File: src/hw/rtl/bed_pkg.sv
// ----------------------------------------------------------------------------
// bed_pkg
// Shared constants and types for the Euclidean distance engine.
// ----------------------------------------------------------------------------
package bed_pkg;

  // Query store depth and derived address width
  localparam int MAX_DIM = 1024;
  localparam int ADDR_W  = $clog2(MAX_DIM);

  // Field and state widths
  localparam int POS_W  = 11;
  localparam int ELEM_W = 16;
  localparam int DIFF_W = ELEM_W + 1;
  localparam int SQ_W   = 2 * ELEM_W;
  localparam int SUM_W  = 42;
  localparam int ROOT_W = 21;
  localparam int CNT_W  = 16;

  localparam logic [POS_W-1:0] POS_MAX     = '1;
  localparam logic [POS_W-1:0] MAX_DIM_POS = POS_W'(MAX_DIM);
  localparam logic [POS_W-1:0] DIM_RESET   = POS_W'(1024);

  // Input commands
  localparam logic CMD_QUERY = 1'b0;
  localparam logic CMD_CAND  = 1'b1;

  // Square root unit status
  typedef struct packed {
    logic              done;
    logic [ROOT_W-1:0] root;
  } root_result_t;

endpackage

File: src/hw/rtl/bed_isqrt.sv
// ----------------------------------------------------------------------------
// bed_isqrt
// Iterative floor square root, one result bit per cycle (digit by digit).
// ----------------------------------------------------------------------------
module bed_isqrt (
  input  logic                        clk,
  input  logic                        rst,
  input  logic                        start,
  input  logic [bed_pkg::SUM_W-1:0]   operand,
  output bed_pkg::root_result_t       result
);

  localparam int REM_W  = bed_pkg::ROOT_W + 3;
  localparam int STEP_W = $clog2(bed_pkg::ROOT_W);

  logic                        busy;
  logic                        done;
  logic [STEP_W-1:0]           step;
  logic [bed_pkg::SUM_W-1:0]   rad;
  logic [REM_W-1:0]            rem;
  logic [bed_pkg::ROOT_W-1:0]  root;

  logic [REM_W-1:0]            rem_sh;
  logic [REM_W-1:0]            trial;
  logic                        fits;

  // bring down two radicand bits and try the next root bit
  always_comb begin
    rem_sh = {rem[REM_W-3:0], rad[bed_pkg::SUM_W-1 -: 2]};
    trial  = REM_W'({root, 2'b01});
    fits   = (rem_sh >= trial);
  end

  // control
  always_ff @(posedge clk) begin
    if (rst) begin
      busy <= 1'b0;
      done <= 1'b0;
      step <= '0;
    end else begin
      done <= 1'b0;
      if (start) begin
        busy <= 1'b1;
        step <= STEP_W'(bed_pkg::ROOT_W - 1);
      end else if (busy) begin
        if (step == '0) begin
          busy <= 1'b0;
          done <= 1'b1;
        end else begin
          step <= step - 1'b1;
        end
      end
    end
  end

  // datapath
  always_ff @(posedge clk) begin
    if (start) begin
      rad  <= operand;
      rem  <= '0;
      root <= '0;
    end else if (busy) begin
      rad  <= rad << 2;
      rem  <= fits ? (rem_sh - trial) : rem_sh;
      root <= {root[bed_pkg::ROOT_W-2:0], fits};
    end
  end

  assign result.done = done;
  assign result.root = root;

endmodule

File: config.mk
export PLATFORM = sky130hd
export DESIGN_NAME = bed_isqrt
export DESIGN_NICKNAME = d
export VERILOG_FILES = /design/src/hw/rtl/bed_pkg.sv /design/src/hw/rtl/bed_isqrt.sv
export SDC_FILE = /design/constraint.sdc
export NUM_CORES = 1
export LEC_CHECK = 0
export BUFFER_PORTS_ARGS = -buffer_cell sky130_fd_sc_hd__buf_2
export CORE_MARGIN = 2
export CORE_UTILIZATION = 40
export CTS_BUF_LIST = sky130_fd_sc_hd__clkbuf_4 sky130_fd_sc_hd__clkbuf_8
export CTS_CLUSTER_DIAMETER = 60
export DETAILED_ROUTE_END_ITERATION = 7
export GPL_ROUTABILITY_DRIVEN = 0
export PLACE_DENSITY = 0.73
export SLEW_MARGIN = 20
export SYNTH_ARGS = -nofsm -noshare
export SYNTH_HDL_FRONTEND = slang
export SYNTH_SLANG_ARGS = --single-unit
File: constraint.sdc
create_clock -name clk -period 3 [get_ports clk]
set_clock_uncertainty 0.2 [all_clocks]
set_input_delay 0.15 -clock clk [delete_from_list [all_inputs] [get_ports clk]]
set_output_delay 0.15 -clock clk [all_outputs]
set_load 0.05 [all_outputs]
* After elaboration in Yosys (flattened, before gate mapping)
Cells that the tools add are included.
** Storage, ports and cells
- Flip-flop bits (word level) :: 92
- Input port bits :: 45
- Output and inout bits :: 22
** Operators by class
- Add/subtract/negate cells :: 2
- Order comparisons :: 1
- Equal/unequal tests :: 1
- Mux-type cells :: 10
- Bitwise gates (word level) :: 2
- Reduce and logical (&&, ||, !) cells :: 6
** Operators with widths (count)
- $mux 42 :: 2
- $ge 24x23->1 :: 1
- $mux 22 :: 1
- $sub 22x22->22 :: 1
- $mux 5 :: 3
- $logic_not 5->1 :: 1
- $sub 5x1->5 const B :: 1
- $mux 1 :: 4
- $reduce_and 2->1 :: 2
- $reduce_or 3->1 :: 1
- $ne 2x2->1 const B :: 1
- $not 1->1 :: 2
- $reduce_bool 2->1 :: 1
- $reduce_or 2->1 :: 1

* Longest topological paths before layout
Gate-level depths: netlist (run 1).
- Depth in word-level cells :: 4
- Gate-level depth with buffers :: 13

* Worst setup path after synthesis (run 1)
No wires, ideal clock.
- Path kind :: reg-to-reg
- From :: register root[15] (netlist name)
- To :: register rem[8]
- Library setup time :: 130 ps
- Data arrival time :: 2831 ps
- Data required time :: 2670 ps
- Path slack :: -161 ps
- Stages on the path, launching flop included :: 12
- Path buffers :: 1
- Cell sequence :: dfxtp_1 > inv_1 > ha_1 > a21o_1 > a21o_1 > a21o_1 > or3_1 > o21ai_2 > buf_6 > mux2_2 > mux2i_1 > nor2_1
** Between the ends
- Word-level cells in the longest chain between the ends :: 2
** Ends and longest elaborated chain
- start, declared :: RTL line bed_isqrt.sv:21 : logic [bed_pkg::ROOT_W-1:0] root;
- start signal, assigned :: RTL line bed_isqrt.sv:65 : root <= {root[bed_pkg::ROOT_W-2:0], fits};
- $ge 24x23->1 :: RTL line bed_isqrt.sv:31 : fits = (rem_sh >= trial);
- $mux 22 :: RTL line bed_isqrt.sv:64 : rem <= fits ? (rem_sh - trial) : rem_sh;
- end signal, assigned :: RTL line bed_isqrt.sv:64
- end, declared :: RTL line bed_isqrt.sv:20 : logic [REM_W-1:0] rem;
No other way between the ends.
A chain may end at the register's enable or synchronous reset.

* Worst setup path in the final report (run 1)
Same ends and word-level chain as after synthesis.

==> metrics.txt, run 1 <==
worst r2r path cells 10; largest net degree at the start of global routing 48; Seq/Total Area, Yosys 0.4587; Tcrit/Tclk final 0.9578; Clock Power Share 0.148; commonest cells after routing, fill and taps aside 66 x buf_2, 55 x nor2_1, 47 x dfxtp_1; Gate power share 0.542; WS Path Type flop to flop; DRC 0; Power Total between 5000 and 6000 uW; Worst Hold Depth 2; main flop type after synthesis dfxtp_1; die width about 120 um; Slew headroom 0.4980; clk buf depth 2; P_int roughly 3100 uW; asr flop ratio synth 0; GRT Resource Usage Total 0.1654; Switch Pwr between 2000 and 2500 uW; Clock Pin Slew Worst Setup and Hold Paths around 80 ps; grt peak-use layer met2; vias per cell roughly 5.1; Yosys cell types 49; max incr delay on CP 400 ps; core area approximately 0.012 mm2; CTS buffer count 9; Post-Synthesis Cell Area approximately 0.0049 mm2; YS warnings 0; share of cells above drive strength 1 0.2620; # rows 40; met2 Use GR 0.2737; final setup vio count 0; final hold vios 0; CTS tree built; #FFs+latches synth 92; vias in the first global route around 3800; Initial DRT Pass Iterations 4; global-route wire length before repair 17.57 mm; number of synthesized flops with an enable pin 42; main combinational cell family by area after synthesis multiplexers; area share of the largest cell type after synthesis 0.2557; Initial Util 0.4106; overall die height approximately 120 um; syn nets 536; Area Growth Syn to Fin 23.16%; GRT Residual Overflow 0; Data arrival, critical path 2900 ps; Max Slew Vio Count 0; Sink Count roughly 90; DR WL/cell around 14 um; clk_lat worst skew ~360 ps; worst slew pin tran roughly 750 ps; Sw Ratio 0.4021; via count 3750; Crit-path slowest cell or3_1; diode count 0; met3 usage 0.04164; Cells after Synth 466; most used cell, CP a21o_1; antenna violations before repair 0; DIE AREA between 0.01 and 0.015 mm2; Max-cap violations 0; PwrDens around 850 mW/mm2; Root Buffer clkbuf_8; CP Cell Sequence inv_1, ha_1, a21o_1, a21o_1, a21o_1, or3_1, o21ai_4, mux2_2, mux2i_1, nor2_1; IO Pins between 60 and 70; critical path endpoint category flop; Req. time, crit path roughly 3000 ps; Post-Synth Adder-Cell Area 0.06342; Place WS 157.8 ps; Synth area leader edfxtp_1; Static Leak roughly 0.0025 uW; final WL a little over 10 mm; Hold Crit Class flop to flop; number of port buffers 66; post-synthesis mux area share 0.1606; met1 usage 0.2111; nets 649; slack of the critical path approximately 130 ps; post-synthesis simple-gate area fraction 0.09411; Avg Inst Size Synth 10.58 um2; status complete, no violations; crit-path max FO 7; hpwl dp between 7 and 8 mm; minimum clock period 2873 ps; peak supply drop roughly 0.66 mV; synth top area cells edfxtp_1 26%, dfxtp_1 20%, mux2_2 9.4%; Post-Synth XOR/XNOR Area 0.03374; Compound-Gate Fraction of Synth Area 0.1403; Final ANT Viol Nets 0; Max Fclk approximately 0.35 GHz; commonest non-fill, non-tap cell in the layout buf_2; Seq pwr share 0.309; htree depth 3; Iteration-0 DRC Markers 152; startpoint types flop
[through the flow]
step	util	setup TNS (ps)	cell area (um2)	hold WS, ps	std cells
2_1_floorplan	-	0	4935	19.07	466
3_3_place_gp	0.4517	0	5425	207.3	670
3_5_place_dp	0.4517	0	5425	214.4	670
4_1_cts	0.5039	0	6052	303.7	731
5_1_grt	0.5057	-1.024	6075	335.1	731
6_report	0.5057	0	6075	301.2	731
[cells in the mapped netlist, types with 4 or more instances]
| cell | count |
|---|---|
| a32oi_1 | 5 |
| nor3_1 | 8 |
| a211oi_2 | 5 |
| clkbuf_1 | 10 |
| nand2b_1 | 5 |
| dfxtp_1 | 50 |
| mux2i_1 | 33 |
| inv_1 | 32 |
| a21oi_1 | 27 |
| edfxtp_1 | 42 |
| nor3b_1 | 4 |
| mux2_2 | 41 |
| o21ai_0 | 11 |
| nand2_1 | 16 |
| xor2_1 | 8 |
| nand3_1 | 5 |
| nor2_1 | 55 |
| a21o_1 | 14 |
| a211oi_1 | 11 |
| ha_1 | 25 |
| a21oi_2 | 5 |
| xnor2_1 | 11 |
| buf_1 | 6 |
[power groups by stage]
stage	Sequential (uW)	Clock (uW)	Combinational, uW
detailed placement	1630	0	2670
floorplan	1610	0	2380
global placement	1630	0	2600
CTS	1610	792	2730
finish	1610	770	2820
global route	1630	849	3120
[cells by family (layout without fill, tap and decap cells)]
family,count (synthesis),after routing
AOI/OAI and AO/OA,99,99
xor gates and xnor gates,19,19
adders and majority gates,25,25
buffers and inverters,54,172
DFF,92,92
muxes,74,74
and+or+nand+nor,103,103
[layer usage]
| metal | part of all wire | vias up |
|---|---|---|
| met2 | 0.48 | 79 |
| li1 | - | 1902 |
| met5 | 0 | - |
| met1 | 0.45 | 1753 |
| met4 | 0.017 | 0 |
| met3 | 0.050 | 16 |
[critical path: cells and delay by family, from the launching register on]
family / cells / cell delay [ps]
compound gates: 4 / 850
mux: 2 / 510
simple gates: 2 / 470
flops: 1 / 350
fa+ha+maj: 1 / 300
buf+inv: 1 / 40
[state kept, by name, indices dropped and copies added (netlist names)]
signal  flops
busy        1
step        5
done        1
root       21
rad        42
rem        22
[final timing paths]
path	from	endpoint	slack (ps)
worst max-delay path	root[15]	rem[8]	130
worst min-delay path	rem[14]	rem[14]	300
worst max register to register	root[15]	rem[8]	130
worst min register to register	rem[14]	rem[14]	300
[final cells by class]
| type | count | area, um2 |
|---|---|---|
| fill | 1080 | 5937 |
| timing repair buffer | 124 | 882.1 |
| tap | 147 | 183.9 |
| multi-input combinational | 320 | 2446 |
| clock inverter | 5 | 37.54 |
| clock buffer | 11 | 138.9 |
| inverter | 32 | 120.1 |
| sequential | 92 | 2266 |
[timing repair]
action,CTS,global route
gates resized for setup,0,6
setup buffers,0,0
endpoints found under the setup margin,0,18
hold buffers,45,0
hold endpoints to repair,49,0
(Power assumes the default switching activity.)
==> run 2, diff against run 1 <==
--- a/config.mk
+++ b/config.mk
@@ -12,7 +12,7 @@
 export CTS_CLUSTER_DIAMETER = 60
 export DETAILED_ROUTE_END_ITERATION = 7
 export GPL_ROUTABILITY_DRIVEN = 0
-export PLACE_DENSITY = 0.73
+export GPL_TIMING_DRIVEN = 0
 export SLEW_MARGIN = 20
 export SYNTH_ARGS = -nofsm -noshare
 export SYNTH_HDL_FRONTEND = slang
==> run 2 against run 1 <==
Clock power increased by 11%. Global-route usage increased by 1.9 points. Flip-flop and latch count unchanged. Final area increased by 2.1%. Clock-buffer cell count decreased by 1. Non-clock buffer count increased by 15. Routed wire length increased by 13%. Register-to-register slack got worse by 20 ps. Sequential share of layout area decreased by 0.77 points. Critical endpoint is now rem[13].
==> metrics.txt, run 2 (synthesized netlist as in run 1, its figures left out) <==
Area Growth Syn to Fin 25.77%; core area 0.01201 mm2 (unchanged); hpwl dp 8.034 mm (+14%); dpl cell area 0.005477 mm2 (+0.95%); Sw Ratio 0.3968 (-0.005275); slack of the critical path 105.8 ps (-20.97 ps); met2 wire length 5.742 mm (+16%); via count 3865 (+3.1%); cell family with most CP delay compound AO/OA/AOI/OAI gates; die width 115.0 um (unchanged); WS Path Type flop to flop; Switch Pwr 2333 uW (+12%); DRC 0 (unchanged); Max-cap violations 0 (unchanged); Initial DRT Pass Iterations 4 (unchanged); commonest cells after routing, fill and taps aside 67 x buf_2, 55 x nor2_1, 47 x dfxtp_1; Clock Pin Slew Worst Setup and Hold Paths 90 ps (about the same); Largest Register rad; GRT Resource Usage Total 0.1840 (+0.01852); DIE AREA 0.01324 mm2 (unchanged); worst slew pin tran 742.1 ps (-4.497 ps); Max Slew Vio Count 0 (unchanged); final hold vios 0 (unchanged); number of port buffers 66 (unchanged); antenna violations before repair 0 (unchanged); max reg flops 42 (unchanged); Final ANT Viol Nets 0 (unchanged); CTS tree built; Place WS -40.79 ps (-198.6 ps); Req. time, crit path 3030 ps (about the same); minimum clock period 2894 ps (+20.96 ps); startpoint types flop; peak supply drop 0.6104 mV (-7.0%); Buf/Inv on CP 3 (+2); overall die height 115.0 um (unchanged); Data arrival, critical path 2920 ps (+20 ps); vias in the first global route 3894 (+1.7%); Top Metal Used met4; CP Cell Sequence inv_1, ha_4, a21o_1, a21o_1, a21o_1, or3_1, o21ai_2, buf_4, buf_8, mux2i_1, a211oi_1; P_int 3546 uW (+14%); crit-path max FO 10 (+3); PwrDens 947.8 mW/mm2 (+11%); Slew headroom 0.5011 (+0.003023); IO Pins 67 (unchanged); Sink Count 92 (unchanged); Static Leak 0.002571 uW (+1.5%); final setup vio count 0 (unchanged); Gate power share 0.581 (+0.039); critical path endpoint category flop; Tcrit/Tclk final 0.9647 (+0.006988); largest net degree at the start of global routing 23 (-52%); most used cell, CP a21o_1; CTS buffer count 9 (unchanged); commonest non-fill, non-tap cell in the layout buf_2; global-route wire length before repair 18.99 mm (+8.0%); Seq pwr share 0.274 (-0.035); Root Buffer clkbuf_8; Initial Util 0.4106 (unchanged); share of cells above drive strength 1 0.2571 (-0.004891); clk buf depth 2 (unchanged); Clock Power Share 0.146 (-0.002); Regs by FF count rad (42), rem (22), root (21); Iteration-0 DRC Markers 156 (+2.6%); vias per cell 5.181 (+0.99%); htree depth 3 (unchanged); GRT Residual Overflow 0 (unchanged); clk_lat worst skew 380 ps (+20 ps); Crit-path slowest cell or3_1; status complete, no violations; max incr delay on CP 390 ps (about the same); Max Fclk 0.3455 GHz (-0.72%); M1 WL 5.191 mm (+11%); DR WL/cell 15.59 um (+10%); nets 664 (+2.3%); metal3 WL 501 um (-2.1%); Hold Crit Class flop to flop; final WL 11.63 mm (+13%); fin area 0.006203 mm2 (+2.1%); diode count 0 (unchanged); # rows 40 (unchanged)
-- run 2: changes by cell type in the layout (fill, tap and decap cells not counted), sizes merged --
cell and change:
buf +5, bufinv +1, inv -1, clkbuf +9, clkinv +1
-- run 2: cell type report --
type,count,area (um2)
multi-input cells,320,2455
inverters,32,120.1
fillers,1094,5808
plain buffers,22,126.4
flip-flops and latches,92,2266
clock buffers,10,131.4
repair buffers,117,858.3
well taps,147,183.9
clock inverters,6,62.56
-- run 2: path summary, 6_finish.rpt --
path | from | to | slack (ps) | cells past startpoint
max | root[15] | rem[13] | 110 | 11
min | rem[20] | rem[20] | 290 | 2
max reg2reg | root[15] | rem[13] | 110 | 11
min reg2reg | rem[20] | rem[20] | 290 | 2
-- run 2: metal layers --
| metal | global-route usage | vias to the layer above |
|---|---|---|
| li1 | - | 1936 |
| met1 | 0.2243 | 1835 |
| met2 | 0.3204 | 80 |
| met3 | 0.03637 | 14 |
| met4 | 0.07149 | 0 |
| met5 | 0 | - |
-- run 2: per-stage QoR --
step           std cells  utilization  setup TNS (ps)  hold WS [ps]  power, uW
2_1_floorplan        466            -               0         19.07       3990
3_3_place_gp         679       0.4536               0         210.3       4577
3_5_place_dp         680       0.4559          -40.79         222.6       4620
4_1_cts              745       0.5134               0         290.0       5816
5_1_grt              746       0.5165         -0.9364         330.0       6255
6_report             746       0.5165               0         291.9       5879
-- run 2: timing repair --
| item | in CTS | in global routing |
|---|---|---|
| gates resized for setup | 1 | 8 |
| setup buffers | 4 | 1 |
| endpoints found under the hold margin | 49 | 0 |
| hold buffers | 45 | 0 |
| setup endpoints to repair | 1 | 19 |
| pin swaps | 1 | 2 |
-- run 2: worst reg2reg max path, cell delays in order, from the launching register on --
cell,delay (ps)
dfxtp_2,360
inv_1,80
ha_4,270
a21o_1,190
a21o_1,180
a21o_1,210
or3_1,390
o21ai_2,190
buf_4,160
buf_8,150
mux2i_1,270
a211oi_1,110
-- run 2: power groups by stage --
stage / logic [uW] / clock network, uW / registers (uW)
global placement: 2950 / 0 / 1630
CTS: 3330 / 877 / 1610
finish: 3410 / 857 / 1610
floorplan: 2380 / 0 / 1610
detailed placement: 2990 / 0 / 1630
global route: 3710 / 920 / 1630
==> run 3, diff against run 2 <==
--- a/config.mk
+++ b/config.mk
@@ -7,12 +7,13 @@
 export LEC_CHECK = 0
 export BUFFER_PORTS_ARGS = -buffer_cell sky130_fd_sc_hd__buf_2
 export CORE_MARGIN = 2
-export CORE_UTILIZATION = 40
+export CORE_UTILIZATION = 45
 export CTS_BUF_LIST = sky130_fd_sc_hd__clkbuf_4 sky130_fd_sc_hd__clkbuf_8
 export CTS_CLUSTER_DIAMETER = 60
 export DETAILED_ROUTE_END_ITERATION = 7
 export GPL_ROUTABILITY_DRIVEN = 0
 export GPL_TIMING_DRIVEN = 0
+export PLACE_DENSITY = 0.67
 export SLEW_MARGIN = 20
 export SYNTH_ARGS = -nofsm -noshare
 export SYNTH_HDL_FRONTEND = slang
==> run 3 against run 2 <==
Non-clock buffer count decreased by 4. Combinational power down 6.7%. Final cell count is 1.5% lower. Via count grew 1.4%. Fmax down 0.74%. Critical path type unchanged. Largest cell class unchanged. Largest power group unchanged.
==> metrics.txt, run 3 (synthesized netlist as in run 1, its figures left out) <==
Max Fclk 0.3430 GHz (-0.74%); peak supply drop 0.5303 mV (-13%); global-route wire length before repair 19.58 mm (+3.1%); minimum clock period 2916 ps (+21.46 ps); IO Pins 67 (unchanged); Clock Pin Slew Worst Setup and Hold Paths 100 ps (about the same); Regs by FF count rad (42), rem (22), root (21); Req. time, crit path 3050 ps (+20 ps); Area Growth Syn to Fin 24.96%; Seq pwr share 0.283 (+0.009); final hold vios 0 (unchanged); vias in the first global route 4085 (+4.9%); CP Cell Sequence ha_2, a21o_1, a21o_1, a21o_1, or3_4, o21ai_4, buf_6, mux2_2, mux2i_1, nor2_1; GRT Residual Overflow 0 (unchanged); Max Slew Vio Count 0 (unchanged); final setup vio count 0 (unchanged); diode count 0 (unchanged); most used cell, CP a21o_1; largest net degree at the start of global routing 29 (+26%); Largest Register rad; Root Buffer clkbuf_8; Tcrit/Tclk final 0.9719 (+0.007154); Initial DRT Pass Iterations 4 (unchanged); core area 0.01075 mm2 (-11%); Final ANT Viol Nets 0 (unchanged); Slew headroom 0.5097 (+0.008598); Crit-path slowest cell dfxtp_1; Sink Count 92 (unchanged); Clock Power Share 0.157 (+0.011); max incr delay on CP 400 ps (about the same); Switch Pwr 2319 uW (-0.60%); CTS tree built; cell family with most CP delay compound AO/OA/AOI/OAI gates; max reg flops 42 (unchanged); startpoint types flop; DIE AREA 0.01181 mm2 (-11%); commonest non-fill, non-tap cell in the layout buf_2; DR WL/cell 15.92 um (+2.1%); Initial Util 0.4590 (+0.04839); status complete, no violations; Iteration-0 DRC Markers 225 (+44%); GRT Resource Usage Total 0.2158 (+0.03183); antenna violations before repair 0 (unchanged); overall die height 108.7 um (-5.5%); vias per cell 5.332 (+2.9%); commonest cells after routing, fill and taps aside 67 x buf_2, 55 x nor2_1, 48 x dfxtp_1; clk buf depth 2 (unchanged); CTS buffer count 9 (unchanged); Static Leak 0.002561 uW (-0.40%); worst slew pin tran 729.3 ps (-12.79 ps); Power Total 5682 uW (-3.4%); # rows 38 (-5.0%); hpwl dp 7.867 mm (-2.1%); DRC 0 (unchanged); Sw Ratio 0.4082 (+0.01134); number of port buffers 66 (unchanged); crit-path max FO 6 (-4); fillers 954 (-13%); share of cells above drive strength 1 0.2555 (-0.001633); clk_lat worst skew 380 ps (about the same); die width 108.7 um (-5.5%); Hold Crit Class flop to flop; Max-cap violations 0 (unchanged); final core utilization 0.5736 (+0.05713); htree depth 3 (unchanged); WS Path Type flop to flop; nets 660 (-0.60%); fin area 0.006163 mm2 (-0.65%); Gate power share 0.560 (-0.021); dpl cell area 0.005460 mm2 (-0.30%); Data arrival, critical path 2960 ps (+40 ps); final WL 11.70 mm (+0.61%); Buf/Inv on CP 1 (-2); setup TNS 0 ps (unchanged); PwrDens 921.9 mW/mm2 (-2.7%); critical path endpoint category flop; P_int 3363 uW (-5.2%); via count 3919 (+1.4%)
[run 3: cell types whose count changed in the layout (fill, tap and decap cells not counted), sizes merged]
cell,change
clkinv,+1
inv,+2
clkbuf,-1
buf,-4
clkinvlp,-2
[run 3: power by group through the flow]
stage / clock, uW / combinational [uW] / sequential [uW]
finish: 890 / 3180 / 1610
global route: 960 / 3500 / 1620
CTS: 915 / 3040 / 1600
detailed placement: 0 / 2970 / 1630
global placement: 0 / 2930 / 1630
floorplan: 0 / 2380 / 1610
[run 3: final cells by class]
cell class | instances | area [um2] | area share
well taps | 140 | 175.2 | 0.02842
multi-input cells | 320 | 2465 | 0.3999
inverters | 32 | 120.1 | 0.01949
clock inverters | 7 | 83.83 | 0.01360
flip-flops and latches | 92 | 2265 | 0.3674
repair buffers | 113 | 808.3 | 0.1311
clock buffers | 9 | 123.9 | 0.02010
plain buffers | 22 | 122.6 | 0.01989
[run 3: through the flow]
step / hold slack [ps] / cells / setup slack [ps]
after floorplan: 19.07 / 466 / 16.56
after global placement: 209.1 / 672 / 12.38
after detailed placement: 218.8 / 673 / -25.63
after CTS: 300.1 / 734 / 26.96
after global routing: 333.1 / 735 / -10.60
final: 300.1 / 735 / 84.31
[run 3: worst paths after layout]
check,slack (ps),end,startpoint,cells after the start
setup / recovery,80,rem[8],rem[15],10
hold / removal,300,rem[14],rem[14],2
setup reg to reg,80,rem[8],rem[15],10
hold reg to reg,300,rem[14],rem[14],2
[run 3: worst register-to-register path: cells and delay by family, from the launching register on]
kind                       cells  cell delay, ps
adders and majority gates      1             340
DFF                            1             400
muxes                          2             470
and+or+nand+nor                2             440
AOI/OAI and AO/OA              4             780
buffers and inverters          1             150
[run 3: per-layer routing]
| layer | vias up | GRT usage | wire length, um |
|---|---|---|---|
| li1 | 1932 | - | - |
| met1 | 1883 | 0.2600 | 5046 |
| met2 | 81 | 0.3701 | 5925 |
| met3 | 23 | 0.03945 | 410 |
| met4 | 0 | 0.1071 | 318 |
| met5 | - | 0 | 0 |
[run 3: repair_timing]
item,CTS,global route
endpoints found under the hold margin,49,0
gates resized for setup,1,9
hold buffers,45,0
endpoints found under the setup margin,1,15
buffers inserted,0,1
pin swaps,0,1
